## src/rtl/core/olad_pkg.sv

```systemverilog
// shared constants for the ordered list append/delete block
// command and status codes, store depth and derived widths; no dependencies
package olad_pkg;

  localparam int unsigned CAPACITY = 16;
  localparam int unsigned IDX_W    = (CAPACITY > 1) ? $clog2(CAPACITY) : 1;
  localparam int unsigned CNT_W    = $clog2(CAPACITY + 1);

  localparam logic [1:0] CMD_APPEND = 2'd0;
  localparam logic [1:0] CMD_DELETE = 2'd1;
  localparam logic [1:0] CMD_DUMP   = 2'd2;

  localparam logic [1:0] ST_OK       = 2'd0;
  localparam logic [1:0] ST_FULL     = 2'd1;
  localparam logic [1:0] ST_EMPTY    = 2'd2;
  localparam logic [1:0] ST_NOTFOUND = 2'd3;

endpackage

```

## src/rtl/core/ordered_list_append_delete.sv

```systemverilog
// append, full, empty and single-status beats go through the S_RESP state to the output register
// delete scans every held entry (one entry read per cycle through the store ram)
// dump streams one beat per cycle, slowed only by out_stall_i
// one command in flight; a new beat is taken once the previous command has finished
// rst_ni (async, active low) empties the store and drops all valids; ram contents persist
// top level of the ordered list; uses olad_pkg
module ordered_list_append_delete
  import olad_pkg::*;
(
  input  logic               clk_i,
  input  logic               rst_ni,
  input  logic               in_valid_i,
  output logic               in_stall_o,
  input  logic [1:0]         cmd_i,
  input  logic signed [31:0] operand_value_i,
  output logic               out_valid_o,
  input  logic               out_stall_i,
  output logic [1:0]         status_o,
  output logic signed [31:0] entry_value_o,
  output logic               last_of_run_o
);

  typedef enum logic [1:0] {
    S_IDLE,
    S_SCAN,
    S_DUMP,
    S_RESP
  } state_e;

  state_e state_q, state_d;

  // store: entries held from index 0 (head) up to occupancy - 1 (tail)
  logic signed [31:0] mem [CAPACITY];
  logic signed [31:0] rdata_q;

  logic [CNT_W-1:0]   occ_q, occ_d;
  logic [CNT_W-1:0]   ptr_q, ptr_d;     // next address to read
  logic [IDX_W-1:0]   didx_q, didx_d;   // index of the entry now in rdata_q
  logic               dvld_q, dvld_d;   // rdata_q holds an unconsumed entry
  logic               found_q, found_d; // delete key matched, shifting up
  logic signed [31:0] key_q, key_d;
  logic [1:0]         res_q, res_d;

  logic               out_vld_q, out_vld_d;
  logic [1:0]         out_status_q, out_status_d;
  logic signed [31:0] out_value_q, out_value_d;
  logic               out_last_q, out_last_d;

  logic               mem_we;
  logic [IDX_W-1:0]   mem_waddr;
  logic signed [31:0] mem_wdata;
  logic               mem_re;
  logic [IDX_W-1:0]   mem_raddr;

  logic               out_free;
  logic               emit;
  logic               hit;
  logic [IDX_W-1:0]   last_idx;

  assign in_stall_o    = (state_q != S_IDLE);
  assign out_valid_o   = out_vld_q;
  assign status_o      = out_status_q;
  assign entry_value_o = out_value_q;
  assign last_of_run_o = out_last_q;

  // output register can take a beat when empty or being drained this cycle
  assign out_free  = !out_vld_q || !out_stall_i;
  assign last_idx  = IDX_W'(occ_q - CNT_W'(1));
  assign hit       = (rdata_q == key_q);
  assign mem_raddr = ptr_q[IDX_W-1:0];

  always_comb begin
    state_d      = state_q;
    occ_d        = occ_q;
    ptr_d        = ptr_q;
    didx_d       = didx_q;
    dvld_d       = dvld_q;
    found_d      = found_q;
    key_d        = key_q;
    res_d        = res_q;
    out_vld_d    = out_vld_q;
    out_status_d = out_status_q;
    out_value_d  = out_value_q;
    out_last_d   = out_last_q;
    mem_we       = 1'b0;
    mem_waddr    = '0;
    mem_wdata    = rdata_q;
    mem_re       = 1'b0;
    emit         = 1'b0;

    if (out_vld_q && !out_stall_i) begin
      out_vld_d = 1'b0;
    end

    case (state_q)
      S_IDLE: begin
        if (in_valid_i) begin
          key_d   = operand_value_i;
          ptr_d   = '0;
          dvld_d  = 1'b0;
          found_d = 1'b0;
          case (cmd_i)
            CMD_APPEND: begin
              // write the new tail straight away
              if (occ_q < CNT_W'(CAPACITY)) begin
                mem_we    = 1'b1;
                mem_waddr = occ_q[IDX_W-1:0];
                mem_wdata = operand_value_i;
                occ_d     = occ_q + CNT_W'(1);
                res_d     = ST_OK;
              end else begin
                res_d     = ST_FULL;
              end
              state_d = S_RESP;
            end
            CMD_DELETE: begin
              if (occ_q == '0) begin
                res_d   = ST_EMPTY;
                state_d = S_RESP;
              end else begin
                state_d = S_SCAN;
              end
            end
            CMD_DUMP: begin
              if (occ_q == '0) begin
                res_d   = ST_EMPTY;
                state_d = S_RESP;
              end else begin
                state_d = S_DUMP;
              end
            end
            default: ;  // unused code, dropped without a result
          endcase
        end
      end

      S_SCAN: begin
        // stream reads head to tail; after the first hit each entry moves up one slot.
        // the write lands two addresses behind the read, so no forwarding is needed
        if (ptr_q < occ_q) begin
          mem_re = 1'b1;
          ptr_d  = ptr_q + CNT_W'(1);
          didx_d = ptr_q[IDX_W-1:0];
        end
        dvld_d = mem_re;
        if (dvld_q) begin
          if (found_q) begin
            mem_we    = 1'b1;
            mem_waddr = didx_q - IDX_W'(1);
            mem_wdata = rdata_q;
          end else if (hit) begin
            found_d = 1'b1;
          end
          if (didx_q == last_idx) begin
            if (found_q || hit) begin
              occ_d = occ_q - CNT_W'(1);
              res_d = ST_OK;
            end else begin
              res_d = ST_NOTFOUND;
            end
            state_d = S_RESP;
          end
        end
      end

      S_DUMP: begin
        // one-deep read pipe; rdata_q holds while the output is stalled
        emit = dvld_q && out_free;
        if (emit) begin
          out_vld_d    = 1'b1;
          out_status_d = ST_OK;
          out_value_d  = rdata_q;
          out_last_d   = (didx_q == last_idx);
          if (didx_q == last_idx) begin
            state_d = S_IDLE;
          end
        end
        if ((ptr_q < occ_q) && (!dvld_q || emit)) begin
          mem_re = 1'b1;
          ptr_d  = ptr_q + CNT_W'(1);
          didx_d = ptr_q[IDX_W-1:0];
        end
        dvld_d = mem_re || (dvld_q && !emit);
      end

      S_RESP: begin
        if (out_free) begin
          out_vld_d    = 1'b1;
          out_status_d = res_q;
          out_value_d  = key_q;
          out_last_d   = 1'b1;
          state_d      = S_IDLE;
        end
      end

      default: begin
        state_d = S_IDLE;
      end
    endcase
  end

  always_ff @(posedge clk_i or negedge rst_ni) begin
    if (!rst_ni) begin
      state_q      <= S_IDLE;
      occ_q        <= '0;
      ptr_q        <= '0;
      didx_q       <= '0;
      dvld_q       <= 1'b0;
      found_q      <= 1'b0;
      res_q        <= ST_OK;
      out_vld_q    <= 1'b0;
      out_status_q <= ST_OK;
      out_last_q   <= 1'b0;
    end else begin
      state_q      <= state_d;
      occ_q        <= occ_d;
      ptr_q        <= ptr_d;
      didx_q       <= didx_d;
      dvld_q       <= dvld_d;
      found_q      <= found_d;
      res_q        <= res_d;
      out_vld_q    <= out_vld_d;
      out_status_q <= out_status_d;
      out_last_q   <= out_last_d;
    end
  end

  // payload registers, no reset
  always_ff @(posedge clk_i) begin
    key_q       <= key_d;
    out_value_q <= out_value_d;
  end

  // store ram: one write and one registered read per cycle
  always_ff @(posedge clk_i) begin
    if (mem_we) begin
      mem[mem_waddr] <= mem_wdata;
    end
    if (mem_re) begin
      rdata_q <= mem[mem_raddr];
    end
  end

endmodule

```

## config.mk

```make
export PLATFORM = sky130hd
export DESIGN_NAME = ordered_list_append_delete
export DESIGN_NICKNAME = d
export VERILOG_FILES = /design/src/rtl/core/olad_pkg.sv /design/src/rtl/core/ordered_list_append_delete.sv
export SDC_FILE = /design/constraint.sdc
export NUM_CORES = 1
export LEC_CHECK = 0
export ABC_AREA = 1
export BUFFER_PORTS_ARGS = -buffer_cell sky130_fd_sc_hd__clkbuf_2
export CORE_MARGIN = 8
export CORE_UTILIZATION = 60
export DETAILED_ROUTE_END_ITERATION = 10
export GPL_ROUTABILITY_DRIVEN = 0
export PLACE_DENSITY = 0.8
export SYNTH_ARGS = -nofsm -noshare
export SYNTH_HDL_FRONTEND = slang
export SYNTH_SLANG_ARGS = --single-unit
```

## constraint.sdc

```tcl
create_clock -name clk_i -period 4.7 [get_ports clk_i]
set_clock_uncertainty 0.15 [all_clocks]
set_input_delay 0.705 -clock clk_i [delete_from_list [all_inputs] [get_ports clk_i]]
set_output_delay 0.705 -clock clk_i [all_outputs]
set_load 0.005 [all_outputs]
```

==> flow_summary.json, run 1 <==
{
  "power_density_mw_per_mm2": 615.6,
  "dr.pass1.iters": 8,
  "ant_nets": 0,
  "cts_tree": "built",
  "initialDrtViolationCount": 2278,
  "area_growth_pct": 11.41,
  "ys_ff_latch": 632,
  "regArea_sq_mm": 0.01887,
  "clock_sinks": 632,
  "post-place-ws_ps": 1207,
  "layout_commonest_cell": "edfxtp_1",
  "rr_worst_depth": 9,
  "p_sw_w": 0.005927,
  "use_met3": 0.05410,
  "synth_cell_types": 43,
  "ys_seq_area_frac": 0.7306,
  "wire_per_inst_um": 23.74,
  "reg2reg_slack_ps": 1180,
  "slew_headroom": 0.08879,
  "finalHoldViolCount": 0,
  "insertion_delay_ps": 620,
  "async_flop_share": 0.03797,
  "rr_startpoint": "state_q[1]$_DFFE_PN0P_",
  "synth-edff-count": 608,
  "worstPathArrival_ps": 3670,
  "yosysWarningCount": 0,
  "drc": 0,
  "root_buffer": "clkbuf_16",
  "timing.final.crit_share": 0.7483,
  "dp_hpwl_mm": 33.55,
  "peakVddDrop_v": 0.0006577,
  "grt_busiest_layer": "met2",
  "grt_overflow_total": 0,
  "syn-cell-area_sq_mm": 0.02581,
  "report.final.slew_viol_count": 0,
  "intPower_w": 0.01178,
  "fin_tns_setup_ps": 0,
  "floorplan.rows": 76,
  "cp_max_fo": 17,
  "grt.total_usage": 0.2474,
  "multi_input_area_sq_mm": 0.006341,
  "setup_violations": 0,
  "die_w_um": 223.4,
  "coreArea_sq_mm": 0.04279,
  "finalCriticalPeriod_ps": 3517,
  "grt_pass1_wl_mm": 94.87,
  "rsz0062_at_grt": "false",
  "hold_class": "input pin to flip-flop",
  "vias": 16529,
  "synth_top_cell_area_share": 0.7073,
  "clockBufferDepth": 3,
  "fp.dieArea_sq_mm": 0.04991,
  "layout-drive-gt1-share": 0.1187,
  "p_clk_frac": 0.270,
  "start_util": 0.6032,
  "routed_wirelength_mm": 62.58,
  "dominantRegCellSynth": "edfxtp_1",
  "netlist_instances": 1975,
  "worst-slew-pin-transition_ps": 1367,
  "yosysTopAreaCell": "edfxtp_1",
  "p_comb_frac": 0.283,
  "worstSetupStartpointType": "flip-flop",
  "p_leak_nw": 9.948,
  "fillers": 2785,
  "grt_max_degree": 261,
  "fin_ws_ps": 1183,
  "synth_fp_nets": 2032,
  "io_pins": 75,
  "status": "complete, no violations",
  "die_h_um": 223.4,
  "rr_endpoint": "mem[5][1]$_DFFE_PP_",
  "clk_pin_slew_ps": 60,
  "antenna_found_initial": 0,
  "mostFrequentLayoutCells": "608 x edfxtp_1, 340 x nand2_1, 302 x nor2_1",
  "synthTopCellsByArea": "edfxtp_1 71%, nand2_1 4.9%, nor2_1 4.6%",
  "min_from": "operand_value_i[10]",
  "power_frac_seq": 0.447,
  "htreeDepth": 2,
  "holdPathEnd": "key_q[10]$_DFFE_PP_",
  "max_freq_mhz": 284.3,
  "io_buffers": 74,
  "cp-end-kind": "flip-flop",
  "avgSynthCellArea_sq_um": 13.07,
  "crit_type": "flip-flop to flip-flop",
  "hold_depth": 1,
  "numCtsBuffers": 59,
  "grt_pass1_vias": 16187,
  "use_met2": 0.4016,
  "cap_violations": 0,
  "antenna_cells": 0,
  "cts_resized": 0,
  "critPathRequiredTime_ps": 4860,
  "routed_via_density": 6.270,
  "p_sw_frac": 0.3348,
  "grt_util_met1": 0.3268,
  "fin_nets": 2098
}
worst max-delay path: stages (launching register included):
cell,delay (ps)
dfrtp_1,430
inv_1,120
ha_1,380
inv_2,210
nor3_2,290
inv_1,110
o22ai_1,230
nand2_1,290
nor2_4,630
buf_4,340
how the worst max path moves through the flow:
stage                            from              endpoint  slack, ps
2_1_floorplan                cmd_i[0]   mem[0][0]$_DFFE_PP_        350
3_3_place_gp                 cmd_i[0]  mem[5][17]$_DFFE_PP_       1230
3_5_place_dp                 cmd_i[0]   mem[5][0]$_DFFE_PP_       1210
4_1_cts        state_q[1]$_DFFE_PN0P_   mem[5][3]$_DFFE_PP_       1200
5_1_grt        state_q[1]$_DFFE_PN0P_  mem[5][28]$_DFFE_PP_        930
6_report       state_q[1]$_DFFE_PN0P_   mem[5][1]$_DFFE_PP_       1180
cells in the mapped netlist, types with 8 or more instances:
cell type	instances
o211ai_1	14
o21ai_0	161
o32ai_1	77
buf_2	21
nand3_1	67
xor2_1	11
xnor2_1	27
inv_1	51
clkbuf_1	67
o221ai_1	51
buf_6	9
ha_1	19
nand2_1	340
mux2i_1	51
dfrtp_1	24
edfxtp_1	608
nor2_1	319
a21oi_1	8
buf_4	9
cells by family after synthesis:
| logic type | Yosys count | synth area share |
|---|---|---|
| compound gates | 325 | 0.08473 |
| fa+ha+maj | 19 | 0.009210 |
| xor+xnor | 38 | 0.01289 |
| mux | 51 | 0.01978 |
| buf+inv | 169 | 0.02966 |
| flops | 632 | 0.7306 |
| simple gates | 741 | 0.1131 |
per-stage QoR:
stage                 util  total power [W]  hold slack [ps]  cells  instance area (sq um)
floorplan                -          0.01135            259.4   1975                  25810
global placement    0.6268          0.01271            337.5   2525                  26820
detailed placement  0.6268          0.01291            346.7   2525                  26820
CTS                 0.6720          0.01768            108.6   2636                  28760
global route        0.6720          0.01846            125.8   2636                  28760
finish              0.6720          0.01770            130.6   2636                  28760
state kept, by name, summed over array words and instances, names as in the netlist, 4 cells and up:
signal,flops
mem,512
rdata_q,32
ptr_q,5
didx_q,4
key_q,32
entry_value_o,32
occ_q,5
repair_timing:
action	4_1_cts	5_1_grt
endpoints found under the hold margin	24	0
buffers inserted	0	0
hold buffers	1	0
layout make-up:
class | instances | area share
clock inverter | 36 | 0.01301
clock buffer | 74 | 0.05399
timing repair buffer | 117 | 0.02506
multi-input combinational | 1174 | 0.2205
sequential | 632 | 0.6561
inverter | 57 | 0.007614
tap | 546 | 0.02376
routing by layer:
metal	routed length, um	part of all wire	up-vias
li1	-	-	7321
met3	7329	0.12	157
met2	29350	0.47	1049
met1	23730	0.38	8002
met4	2171	0.035	0
met5	0	0	-
power groups by stage:
stage	logic (W)	clock network [W]	registers, W
global route	0.00548	0.00502	0.00797
finish	0.00501	0.00477	0.00792
floorplan	0.00343	0	0.00793
global placement	0.00472	0	0.00799
CTS	0.00496	0.00480	0.00791
detailed placement	0.00490	0	0.00802
Note: power is estimated with default switching activity, not from simulation.
==> run 2: changes to the inputs <==
clock period = 3.58 ns   (was 4.7 ns; I/O delays follow)
==> run 2 against run 1 <==
  * Core utilization up 0.82 points
  * Count of clock-buffer cells in the layout up 1
  * Design area is 1.2% higher
  * Worst setup slack got worse by 1000 ps
  * Final cell count grew 1.3%
  * Largest power group unchanged
  * Global-route usage rose by 1.2 points
  * First-iteration DRC count is 40% higher
  * Combinational power increased by 46%
  * Die area unchanged
==> flow_summary.json, run 2 (synthesis gave the netlist of run 1 again) <==
{
  "routed_via_density": 6.412,
  "largest_reg_flops": 512,
  "start_util": 0.6032,
  "peakVddDrop_v": 0.0004818,
  "grt.total_usage": 0.2599,
  "layout_commonest_cell": "edfxtp_1",
  "die_w_um": 223.4,
  "io_buffers": 74,
  "worst-slew-pin-transition_ps": 1123,
  "min_from": "out_stall_i",
  "die_h_um": 223.4,
  "mostFrequentLayoutCells": "608 x edfxtp_1, 340 x nand2_1, 302 x nor2_1",
  "hold_depth": 3,
  "ant_nets": 0,
  "drc": 0,
  "hold_class": "input pin to flip-flop",
  "fp.dieArea_sq_mm": 0.04991,
  "vias": 17120,
  "insertion_delay_ps": 610,
  "coreArea_sq_mm": 0.04279,
  "finalNonFillerCells": 2670,
  "report.final.slew_viol_count": 0,
  "io_pins": 75,
  "crit_type": "flip-flop to flip-flop",
  "placed_cell_area_sq_mm": 0.02698,
  "clock_sinks": 632,
  "worstSetupStartpointType": "flip-flop",
  "worstPathArrival_ps": 3480,
  "reg2reg_slack_ps": 170,
  "rr_startpoint": "state_q[1]$_DFFE_PN0P_",
  "cap_violations": 0,
  "numCtsBuffers": 57,
  "grt_pass1_vias": 16037,
  "holdPathEnd": "out_valid_o$_DFF_PN0_",
  "max_freq_mhz": 293.3,
  "placed_cells": 2536,
  "post-place-ws_ps": 138.1,
  "fillers": 2689,
  "initialDrtViolationCount": 3182,
  "grt_max_degree": 261,
  "htreeDepth": 2,
  "status": "complete, no violations",
  "grt_overflow_total": 0,
  "dr.pass1.iters": 5,
  "fin_ws_ps": 170.7,
  "clockBufferDepth": 3,
  "layout-drive-gt1-share": 0.1168,
  "cts_tree": "built",
  "cp-end-kind": "flip-flop",
  "grt_pass1_wl_mm": 98.37,
  "timing.final.crit_share": 0.9523,
  "critPathRequiredTime_ps": 3650,
  "antenna_cells": 0,
  "fin_nets": 2140,
  "stdcell_area_sq_mm": 0.02911,
  "clk_pin_slew_ps": 70,
  "finalCriticalPeriod_ps": 3409,
  "power_density_mw_per_mm2": 815.5,
  "rr_endpoint": "mem[5][14]$_DFFE_PP_",
  "regMostFlops": "mem",
  "root_buffer": "clkbuf_16",
  "routed_wirelength_mm": 65.81,
  "p_leak_nw": 10.07,
  "rr_worst_depth": 8,
  "cp_max_fo": 32,
  "floorplan.rows": 76,
  "post_cts.repair.setup_buffers": 0,
  "dp_hpwl_mm": 39.91,
  "antenna_found_initial": 0,
  "finalHoldViolCount": 0,
  "fin_tns_setup_ps": 0,
  "slew_headroom": 0.2514,
  "setup_violations": 0,
  "area_growth_pct": 12.77,
  "wire_per_inst_um": 24.65
}
run 2: cell count changes in the layout (fill, tap and decap cells not counted), moves of 2 or more:
cell,before,now
buf_12,2,8
buf_4,40,45
bufinv_16,7,3
clkinv_1,6,9
clkinv_2,20,9
dlygate4sd3_1,1,33
inv_6,2,4
o22ai_1,2,0
o22ai_2,0,2
run 2: final cells by class:
cell class | count | area [sq um] | share of cell area
Inverter | 57 | 219.0 | 0.007522
Clock buffer | 75 | 1567 | 0.05382
Sequential cell | 632 | 18870 | 0.6482
Clock inverter | 25 | 207.7 | 0.007135
Timing Repair Buffer | 160 | 1199 | 0.04118
Multi-Input combinational cell | 1175 | 6366 | 0.2187
Tap cell | 546 | 683.2 | 0.02347
run 2: what timing repair did:
action	CTS	global route
endpoints found under the setup margin	0	232
endpoints found under the hold margin	56	0
resized for setup	0	3
hold buffers	33	0
run 2: worst max path at each step:
stage	start	endpoint	slack (ps)	depth (start not counted)
6_report	state_q[1]$_DFFE_PN0P_	mem[5][14]$_DFFE_PP_	170	8
5_1_grt	state_q[1]$_DFFE_PN0P_	mem[5][9]$_DFFE_PP_	-30	8
4_1_cts	state_q[1]$_DFFE_PN0P_	mem[6][10]$_DFFE_PP_	90	8
3_5_place_dp	state_q[1]$_DFFE_PN0P_	mem[6][17]$_DFFE_PP_	140	8
3_3_place_gp	state_q[1]$_DFFE_PN0P_	mem[6][18]$_DFFE_PP_	220	8
2_1_floorplan	state_q[1]$_DFFE_PN0P_	mem[10][0]$_DFFE_PP_	90	10
run 2: through the flow:
stage | hold WS (ps) | utilization | power (W)
after global placement | 314.3 | 0.6306 | 0.01741
final | 113.2 | 0.6802 | 0.02374
after floorplan | 91.41 | - | 0.01491
after global routing | 134.8 | 0.6802 | 0.02461
after detailed placement | 318.6 | 0.6306 | 0.01766
after CTS | 88.09 | 0.6797 | 0.02353
run 2: worst max-delay path, cell delays in order, from the launching register on:
cell     delay [ps]
dfrtp_1         430
inv_1           130
ha_2            310
inv_2           170
nor3_2          290
a22oi_1         230
inv_1           150
nand2_1         300
nor2_4          840
run 2: routing by layer:
layer,global-route usage,wire (um),part of all wire
met5,0,0,0
met4,0.1026,2677,0.041
met3,0.06067,9163,0.14
met2,0.3670,28370,0.43
met1,0.3878,25600,0.39
run 2: power breakdown:
group          internal [W]  switching (W)
Combinational       0.00203        0.00530
Sequential          0.00996       0.000580
Clock               0.00328        0.00259
